File: src/rtl/core/lpcp_pkg.sv
// ----------------------------------------------------------------------------
// lpcp_pkg
// Shared types and constants of the point projection pipeline.
// ----------------------------------------------------------------------------
package lpcp_pkg;

    localparam int CoefFracBits  = 20;
    localparam int PointFracBits = 16;
    localparam int CoefCount     = 24;
    localparam int WorldBase     = 12;
    localparam int QuoBits       = 12;

    localparam logic [11:0] WidthReset  = 12'd1242;
    localparam logic [11:0] HeightReset = 12'd375;

    localparam logic       CmdLoad  = 1'b0;
    localparam logic       CmdPoint = 1'b1;

    localparam logic [1:0] RegWidth  = 2'd0;
    localparam logic [1:0] RegHeight = 2'd1;

    typedef logic signed [31:0] t_coef;
    typedef logic signed [63:0] t_sum;

    typedef struct packed {
        logic [63:0]        rem;
        logic [63:0]        den;
        logic [QuoBits-1:0] quo;
    } t_div_lane;

endpackage

File: src/rtl/core/lpcp_coef_table.sv
// ----------------------------------------------------------------------------
// lpcp_coef_table
// Coefficient store for the projection and world matrices.
// ----------------------------------------------------------------------------
module lpcp_coef_table (
    input  logic                 i_clk,
    input  logic                 i_rst_n,
    input  logic                 i_wr,
    input  logic [4:0]           i_wr_index,
    input  lpcp_pkg::t_coef      i_wr_value,
    output lpcp_pkg::t_coef      o_coef [lpcp_pkg::CoefCount]
);

    lpcp_pkg::t_coef r_coef [lpcp_pkg::CoefCount];

    always_ff @(posedge i_clk) begin
        if (!i_rst_n) begin
            for (int i = 0; i < lpcp_pkg::CoefCount; i++) r_coef[i] <= '0;
        end else if (i_wr) begin
            for (int i = 0; i < lpcp_pkg::CoefCount; i++) begin
                if (i_wr_index == 5'(i)) r_coef[i] <= i_wr_value;
            end
        end
    end

    assign o_coef = r_coef;

endmodule

File: config.mk
export PLATFORM = sky130hd
export DESIGN_NAME = lpcp_coef_table
export DESIGN_NICKNAME = d
export VERILOG_FILES = /design/src/rtl/core/lpcp_pkg.sv /design/src/rtl/core/lpcp_coef_table.sv
export SDC_FILE = /design/constraint.sdc
export NUM_CORES = 2
export LEC_CHECK = 0
export ABC_AREA = 1
export BUFFER_PORTS_ARGS = -buffer_cell sky130_fd_sc_hd__buf_2
export CAP_MARGIN = 20
export CORE_AREA = 2 2 311 313
export DETAILED_ROUTE_END_ITERATION = 8
export DIE_AREA = 0 0 313 315
export PLACE_DENSITY = 0.62
export SLEW_MARGIN = 5
export SYNTH_ARGS = -nofsm -noshare
export SYNTH_HDL_FRONTEND = slang
export SYNTH_SLANG_ARGS = --single-unit
export TNS_END_PERCENT = 10
File: constraint.sdc
create_clock -name i_clk -period 1.25 [get_ports i_clk]
set_input_delay 0.125 -clock i_clk [delete_from_list [all_inputs] [get_ports i_clk]]
set_output_delay 0.125 -clock i_clk [all_outputs]
set_load 0.02 [all_outputs]
==> results.toml <==
[logic_synthesis]
synthDistinctLibCells = 13
syn_nets = 5424
synth.area.top_cells = "dfxtp_1, nand2_1, inv_1, nor2_1, nand3_1"
synth_top_area_share_pct = 45.6
ys_ff_latch = 768
syn_inst = 5384
yosysWarnings = 0
syn_avg_cell_area_um2 = 6.26
synth_area_um2 = 33700
netlist.top_cell.by_area = "dfxtp_1"
seq_area_frac_synth_pct = 45.6

[routing]
ant_nets = 0
wl_per_cell_um = 19.1
drt_iter0_drc = 3162
drcViolationCount = 0
via_count = 35099
via_per_inst = 4.62
drt-pass1-iter-count = 7
drt_wl_total_um = 145000

[clock_network]
cts.path.max_buffers = 3
cts_root_buf = "clkbuf_16"
clkLatencyLatePin_ns = 0.66
cts_tree = "built"
clock_sinks = 768
cts_htree_levels = 3
path_clk_slew_ns = 0.06
numCtsBuffers = 88

[floorplan]
fp-row-count = 114
io_pins = 808
initial_utilization_pct = 35.2
dieWidth_um = 313
die_h_um = 315
dieArea_um2 = 98600
core_region_area_um2 = 95700

[global_route]
grt_max_degree = 50
use_met3_pct = 4.69
grt_usage_pct = 28.0
antenna_found_initial = 0
grt.overflow.total = 0
grtUsageMet1_pct = 34.1
top_usage_layer = "met2"
grt_first_pass_wirelength_um = 206000
grt_pass1_vias = 31556
grtUsageMet2_pct = 46.7

[power_and_ir_drop]
finalPower_mw = 56.4
pwr-share-clk_pct = 45.9
p_int_mw = 41.7
ir_drop_uv = 1090
p_leak_nw = 25.0
switching_share_pct = 26.1
powerDensity_nw_per_um2 = 1150
sequentialPowerShare_pct = 44.3
p_switching_mw = 14.7
pwr-share-comb_pct = 9.8

[critical_path]
r2r_cells = 5
cp_num_cells = 1
cp_cell_sequence = "buf_2"
crit_buf_inv = 1
cp_max_fo = 2
slowest_delay_ns = 0.35
critPathSlowestCell = "dfxtp_1"
cpLargestDelayFamily = "flip-flops"
crit_path_end_kind = "output port"
start_kind = "register"
cp.required_ns = 1.12
arrival_ns = 1.19
crit_type = "reg2out"

[layout]
syn_to_final_growth_pct = 46.2
nets = 6303
largest_reg_flops = 768
drive_gt1_share_pct = 28.7
final_cells = 7603

[place]
dp_hpwl_um = 98000
dp.cells = 7400
dp_slack_ns = -0.225
gp_congestion = 0.883
io_buffers = 807

[min_path]
hold_path.class = "in2reg"
worst_hold_path.num_cells = 6

[timing]
setup_viol = 561
rsz0062_at_grt = "yes"
finalClockSkew_ns = 0
worst_pin_slew_ns = 0.384
min_period_over_period_pct = 105
slew_headroom_pct = 74.3
hold_viol = 0
slew_viol_final = 0
max_freq_mhz = 759
period_needed_ns = 1.32
layout_setup_ws_ns = -0.0667

[outcome]
status = "finished with violations"
violations = "negative setup slack"

[job]
maxCapViolations = 0
[Yosys cell counts, drive strengths merged]
library cell / n
nor2: 1072
nand2: 1423
dfxtp: 768
buf: 170
clkbuf: 165
clkinv: 32
nand3: 623
inv: 1131
[what timing repair did]
action                                  4_1_cts  5_1_grt
hold endpoints to repair                    206        0
buffers inserted                              3       13
hold buffers                                 33        0
endpoints found under the setup margin      768      770
resized for setup                           909      901
[per-stage QoR]
stage / setup TNS, ns / instance area [um2] / hold WS (ns) / utilization (%)
after floorplan: 0 / 33700 / 0.260 / -
after global placement: -103.55 / 41600 / 0.456 / 43.5
after detailed placement: -114.25 / 41600 / 0.459 / 43.5
after CTS: -67.17 / 47100 / 0.0912 / 49.2
after global routing: -43.00 / 49200 / 0.153 / 51.5
final: -12.72 / 49300 / 0.133 / 51.5
[power by group through the flow]
stage | sequential (mW) | clock [mW] | combinational (mW)
global placement | 25.6 | 0 | 5.08
CTS | 25.0 | 26.3 | 5.34
floorplan | 25.9 | 0 | 2.14
global route | 25.0 | 27.2 | 5.91
detailed placement | 25.6 | 0 | 5.10
finish | 25.0 | 25.9 | 5.52
[layout by cell type, fill, tap and decap left out, types with 24 or more instances in the layout]
cell / synthesis / routed
clkbuf_16: 0 / 91
clkinv_1: 32 / 31
buf_4: 0 / 162
buf_2: 140 / 242
dfxtp_1: 768 / 207
buf_6: 0 / 560
clkbuf_1: 165 / 24
dfxtp_2: 0 / 509
dlygate4sd3_1: 0 / 33
nor2_1: 1065 / 1056
nand3_1: 619 / 609
inv_1: 1127 / 1127
buf_12: 0 / 126
dfxtp_4: 0 / 52
nand2_1: 1423 / 1422
[final timing paths]
path	from	endpoint	slack [ns]
setup reg to reg	o_coef[544]	o_coef[544]	0.50
setup / recovery	o_coef[519]	o_coef[519]	-0.07
hold reg to reg	o_coef[59]	o_coef[59]	0.48
hold / removal	i_wr_index[3]	o_coef[751]	0.13
[layer usage]
metal  vias to the layer above  share of wire (%)
met5                         -                  0
met2                      1463                 47
met1                     16017                 39
li1                      17208                  -
met3                       411                6.8
met4                         0                6.6
[layout make-up]
| type | instances | area, um2 |
|---|---|---|
| Antenna cell | 1 | 2.50 |
| Clock buffer | 130 | 2570 |
| Clock inverter | 23 | 248 |
| Fill cell | 9091 | 46500 |
| Inverter | 1163 | 4370 |
| Multi-Input combinational cell | 3118 | 12700 |
| Sequential cell | 768 | 16200 |
| Tap cell | 1276 | 1600 |
| Timing Repair Buffer | 1124 | 11600 |
[cell families after synthesis]
kind of cell | after synthesis | share of synthesized area, %
flip-flops | 768 | 45.6
AND/OR/NAND/NOR | 3118 | 37.2
buffers and inverters | 1498 | 17.2
(Power assumes the default switching activity.)
