## src/rtl/core/lpcp_pkg.sv

```systemverilog
// ----------------------------------------------------------------------------
// lpcp_pkg
// Shared types and constants of the point projection pipeline.
// ----------------------------------------------------------------------------
package lpcp_pkg;

    localparam int CoefFracBits  = 20;
    localparam int PointFracBits = 16;
    localparam int CoefCount     = 24;
    localparam int WorldBase     = 12;
    localparam int QuoBits       = 12;

    localparam logic [11:0] WidthReset  = 12'd1242;
    localparam logic [11:0] HeightReset = 12'd375;

    localparam logic       CmdLoad  = 1'b0;
    localparam logic       CmdPoint = 1'b1;

    localparam logic [1:0] RegWidth  = 2'd0;
    localparam logic [1:0] RegHeight = 2'd1;

    typedef logic signed [31:0] t_coef;
    typedef logic signed [63:0] t_sum;

    typedef struct packed {
        logic [63:0]        rem;
        logic [63:0]        den;
        logic [QuoBits-1:0] quo;
    } t_div_lane;

endpackage

```

## src/rtl/core/lpcp_div_stage.sv

```systemverilog
// ----------------------------------------------------------------------------
// lpcp_div_stage
// One restoring division step, one quotient bit.
// ----------------------------------------------------------------------------
module lpcp_div_stage #(
    parameter int BIT = 0
) (
    input  logic                i_clk,
    input  logic                i_en,
    input  lpcp_pkg::t_div_lane i_lane,
    output lpcp_pkg::t_div_lane o_lane
);

    localparam int TW = 64 + lpcp_pkg::QuoBits;

    logic [TW-1:0]       trial;
    lpcp_pkg::t_div_lane n_lane;
    lpcp_pkg::t_div_lane r_lane;

    assign trial = {{lpcp_pkg::QuoBits{1'b0}}, i_lane.den} << BIT;

    always_comb begin
        n_lane = i_lane;
        if ({{lpcp_pkg::QuoBits{1'b0}}, i_lane.rem} >= trial) begin
            n_lane.rem      = i_lane.rem - trial[63:0];
            n_lane.quo[BIT] = 1'b1;
        end
    end

    always_ff @(posedge i_clk) begin
        if (i_en) r_lane <= n_lane;
    end

    assign o_lane = r_lane;

endmodule

```

## config.mk

```make
export PLATFORM = sky130hd
export DESIGN_NAME = lpcp_div_stage
export DESIGN_NICKNAME = d
export VERILOG_FILES = /design/src/rtl/core/lpcp_pkg.sv /design/src/rtl/core/lpcp_div_stage.sv
export SDC_FILE = /design/constraint.sdc
export NUM_CORES = 1
export LEC_CHECK = 0
export ABC_AREA = 1
export BUFFER_PORTS_ARGS = -buffer_cell sky130_fd_sc_hd__buf_2
export CELL_PAD_IN_SITES_DETAIL_PLACEMENT = 0
export CELL_PAD_IN_SITES_GLOBAL_PLACEMENT = 2
export CORE_MARGIN = 10
export CORE_UTILIZATION = 31
export DETAILED_ROUTE_END_ITERATION = 10
export GPL_ROUTABILITY_DRIVEN = 1
export HOLD_SLACK_MARGIN = 0.05
export PLACE_DENSITY_LB_ADDON = 0.1
export SYNTH_ARGS = -nofsm -noshare
export SYNTH_HDL_FRONTEND = slang
export SYNTH_SLANG_ARGS = --single-unit
export TNS_END_PERCENT = 30
```

## constraint.sdc

```tcl
create_clock -name i_clk -period 5.75 [get_ports i_clk]
set_input_delay 0.2875 -clock i_clk [delete_from_list [all_inputs] [get_ports i_clk]]
set_output_delay 0.2875 -clock i_clk [all_outputs]
set_load 0.02 [all_outputs]
```

==> results.md <==
- After synthesis the netlist holds a flip-flop and latch count of 140.
- The detailed-route vias per instance is 4.345.
- The total half-perimeter wirelength after legalization and detailed placement is 38.92 mm.
- The initial antenna violation count is 0.
- The relative slew slack is 0.3799.
- Once detail routing completed, the nets flagged for antenna violations numbered 0.
- The worst setup margin is 1.934 ns.
- The final setup TNS is 0 ns.
- The number of buffers created by CTS is 17.
- The worst path needs 3.816 ns of the cycle, external delays included.
- STA puts the critical path data required time at 5.95 ns.
- Clock-pin slew was measured on the worst setup and hold paths at 0.07 ns.
- The initial DRC count is 455.
- The cts-stage hold buffer count is 75.
- The total count of max-transition violations in the final report is 0.
- The effective utilization at floorplan is 0.3120.
- The root buffer cell chosen for the clock tree is sky130_fd_sc_hd__clkbuf_16.
- The critical path in this run is classified as in -> reg.
- The net count after synthesis is 1930.
- After detailed routing, the number of remaining DRC violations is 0.
- In this run the worst hold path is classified as in -> reg.
- The signal on the critical path passes through dlygate4sd3_1, buf_2, ha_1, fa_1, inv_1, nand3_1, nand2_4, nand2_2, nand2_4, nand2_2, nand2_2, nand2_2, nand3_2, nand2_2, nand2_4, inv_4, nand2_1, nand2_1.
- Including well taps, the total number of placed cells is 2460.
- The Yosys step of the flow raised 0 warnings.
- The biggest fanout along the worst timing path is 68.
- The buffer depth of the longest clock path is 2.
- Dividing the final minimum period by the clock period gives 0.6636.
- The area of the mapped netlist is 11340 sq um.
- The number of global-route vias before repair came to 11640.
- The routed wire length per instance is 18.00 microns.
- The post-CTS setup buffer count is 0.
- The length of the first detailed-routing pass in iterations is 5.
- The largest single stage delay on the critical path is 0.66 ns.
- In the final layout, the share of cells above drive strength 1 is 0.1715.
- The placed instances occupy a cell area of 13240 sq um.
- The CTS tree is yes.
- The maximum number of pins on one net before global-route repair is 87.
- For this run, the number of standard cells in the final layout without fillers is 2567.
- The floorplan step defined a core boundary enclosing 36350 sq um.
- At the worst endpoint, the arrival time is 4.02 ns.
- The final design instance area without fill is 14570 sq um.
- The slowest stage of the critical path is the sky130_fd_sc_hd__nand2_4 cell.
- Across the run, the number of max-cap violations was 0.
- For this design the ratio of total power to cell area is 245.0 nW/um^2.
- The number of H-tree levels is 4.
- The full die area is 44640 sq um.
- The register with the most flip-flops in the layout has 140 of them.
- The I/O pin total is 282.
- The setup slack at placement is 1.957 ns.
- The post-synthesis instance total is 1723.
- The first global-routing pass estimated 68.83 mm of wire.
- The slew of the pin with the lowest slew margin is 0.9301 ns.
- The number of placement rows is 70.
- 0 antenna diodes ended up in the layout.
- Routability-driven placement finished with a final weighted congestion of 0.9087.
- Port buffering added 281 buffers.
- From synthesis to final layout, the design area changed by 28.43%.
- The leakage power summed over all cells is 8.273 nW.
- The most common cell after layout, fill and taps aside is sky130_fd_sc_hd__nand2_1.
- The global router's overall resource usage is 0.2070.
- The die extent in y is 211.3 microns.
- Leaving out fill and tap cells, the most frequent cells in the layout are sky130_fd_sc_hd__nand2_1 (756), sky130_fd_sc_hd__inv_1 (398), sky130_fd_sc_hd__buf_2 (280).
- The tree built by TritonCTS fans out to 140 sinks.
- Setup repair after global routing left no endpoint under its margin.
- The share of the core filled with cells in the final layout is 0.4008.
- The net total in the final layout is 2293.
- The share of the Yosys chip area taken by registers is 0.3707.
- Global routing finished with a remaining overflow of 0.
- The final route contains 11150 vias.
- The number of gates resized after CTS was 0.
- Counting stages on the worst path, the most repeated cell is sky130_fd_sc_hd__nand2_2.
- Static timing analysis puts the maximum clock frequency at 262.1 MHz.
- STA classifies the critical path startpoint as an input pin.
- The number of hold violations in the final report is 0.
- The endpoint kind of the worst setup timing path is a flip-flop.
- The final wirelength is 46.21 mm.
- The total of endpoints with negative setup slack in the final report is 0.
- The peak ir drop on the vdd network is 0.2152 mV.
- The synthesized area per cell is 6.583 sq um.
- The horizontal die dimension is 211.3 microns.
- The number of distinct library cell variants in the gate-level netlist after synthesis is 33.
- The run finished with clean final reports.
-- final timing paths --
kind / from / endpoint / cells after the start
worst max-delay path: i_lane[12] / o_lane[118] / 18
worst min-delay path: i_lane[0] / o_lane[0] / 2
-- logic make-up (layout without fill, tap and decap cells) --
logic type	count (synthesis)	in the layout	synth area share
fa+ha+maj	65	65	0.07237
compound gates	51	51	0.02317
xor+xnor	31	31	0.02394
simple gates	1014	1014	0.3650
buf+inv	422	798	0.1448
flops	140	140	0.3707
-- cell usage after synthesis --
master                     instances  area (sq um)
sky130_fd_sc_hd__nand2_1         756          2838
sky130_fd_sc_hd__inv_1           398          1494
sky130_fd_sc_hd__edfxtp_1        140          4204
sky130_fd_sc_hd__nor2_1          110         412.9
sky130_fd_sc_hd__nand3_1          80         400.4
sky130_fd_sc_hd__ha_1             64         800.8
sky130_fd_sc_hd__a21oi_1          41         205.2
sky130_fd_sc_hd__xor2_1           30         262.8
sky130_fd_sc_hd__nand4_1          20         125.1
sky130_fd_sc_hd__nand3_2          11         110.1
sky130_fd_sc_hd__inv_2             9         33.78
sky130_fd_sc_hd__nand2_2           9         56.30
sky130_fd_sc_hd__buf_2             8         40.04
sky130_fd_sc_hd__nor2_2            7         43.79
sky130_fd_sc_hd__nor3_1            7         35.03
sky130_fd_sc_hd__o21ai_0           7         35.03
sky130_fd_sc_hd__nand2_4           3         33.78
sky130_fd_sc_hd__nor3_2            3         30.03
sky130_fd_sc_hd__nor4_1            3         18.77
sky130_fd_sc_hd__a21oi_2           2         17.52
sky130_fd_sc_hd__and2_1            2         12.51
sky130_fd_sc_hd__buf_6             2         22.52
sky130_fd_sc_hd__and3_1            1         6.260
sky130_fd_sc_hd__buf_12            1         20.02
sky130_fd_sc_hd__buf_4             1         7.510
sky130_fd_sc_hd__buf_8             1         15.01
sky130_fd_sc_hd__clkinv_1          1         3.750
sky130_fd_sc_hd__fa_1              1         20.02
sky130_fd_sc_hd__inv_4             1         6.260
sky130_fd_sc_hd__nor2_4            1         11.26
sky130_fd_sc_hd__o21ai_1           1         5.000
sky130_fd_sc_hd__or2_1             1         6.260
sky130_fd_sc_hd__xnor2_1           1         8.760
-- through the flow --
step | hold WS, ns | power, mW
2_1_floorplan | 0.3864 | 2.028
4_1_cts | 0.06290 | 3.629
3_3_place_gp | 0.4639 | 2.449
3_5_place_dp | 0.4656 | 2.455
5_1_grt | 0.08425 | 3.790
6_report | 0.08565 | 3.568
-- report_power, final --
part / leakage (nW) / internal, mW / switching (mW)
clock network: 0.273 / 0.575 / 0.541
logic: 6.63 / 0.372 / 0.793
registers: 1.37 / 1.26 / 0.0252
total: 8.27 / 2.21 / 1.36
-- cell type report --
type / instances / area [sq um]
multi-input combinational: 1161 / 5495
inverter: 409 / 1538
clock inverter: 15 / 147.6
sequential: 140 / 4204
timing repair buffer: 357 / 2171
fill: 3977 / 21780
tap: 468 / 585.6
clock buffer: 17 / 425.4
-- critical path, delay by kind of cell --
| kind | cells | cell delay [ns] |
|---|---|---|
| buf+inv | 4 | 1.27 |
| simple gates | 12 | 1.73 |
| fa+ha+maj | 2 | 0.64 |
-- per-layer routing --
| metal | vias up | track usage | wire length, microns |
|---|---|---|---|
| met3 | 24 | 0.03843 | 1489 |
| met1 | 5009 | 0.2374 | 19850 |
| met4 | 0 | 0.04346 | 544 |
| li1 | 5938 | - | - |
| met5 | - | 0 | 0 |
| met2 | 183 | 0.3882 | 24320 |
(Power assumes the default switching activity.)
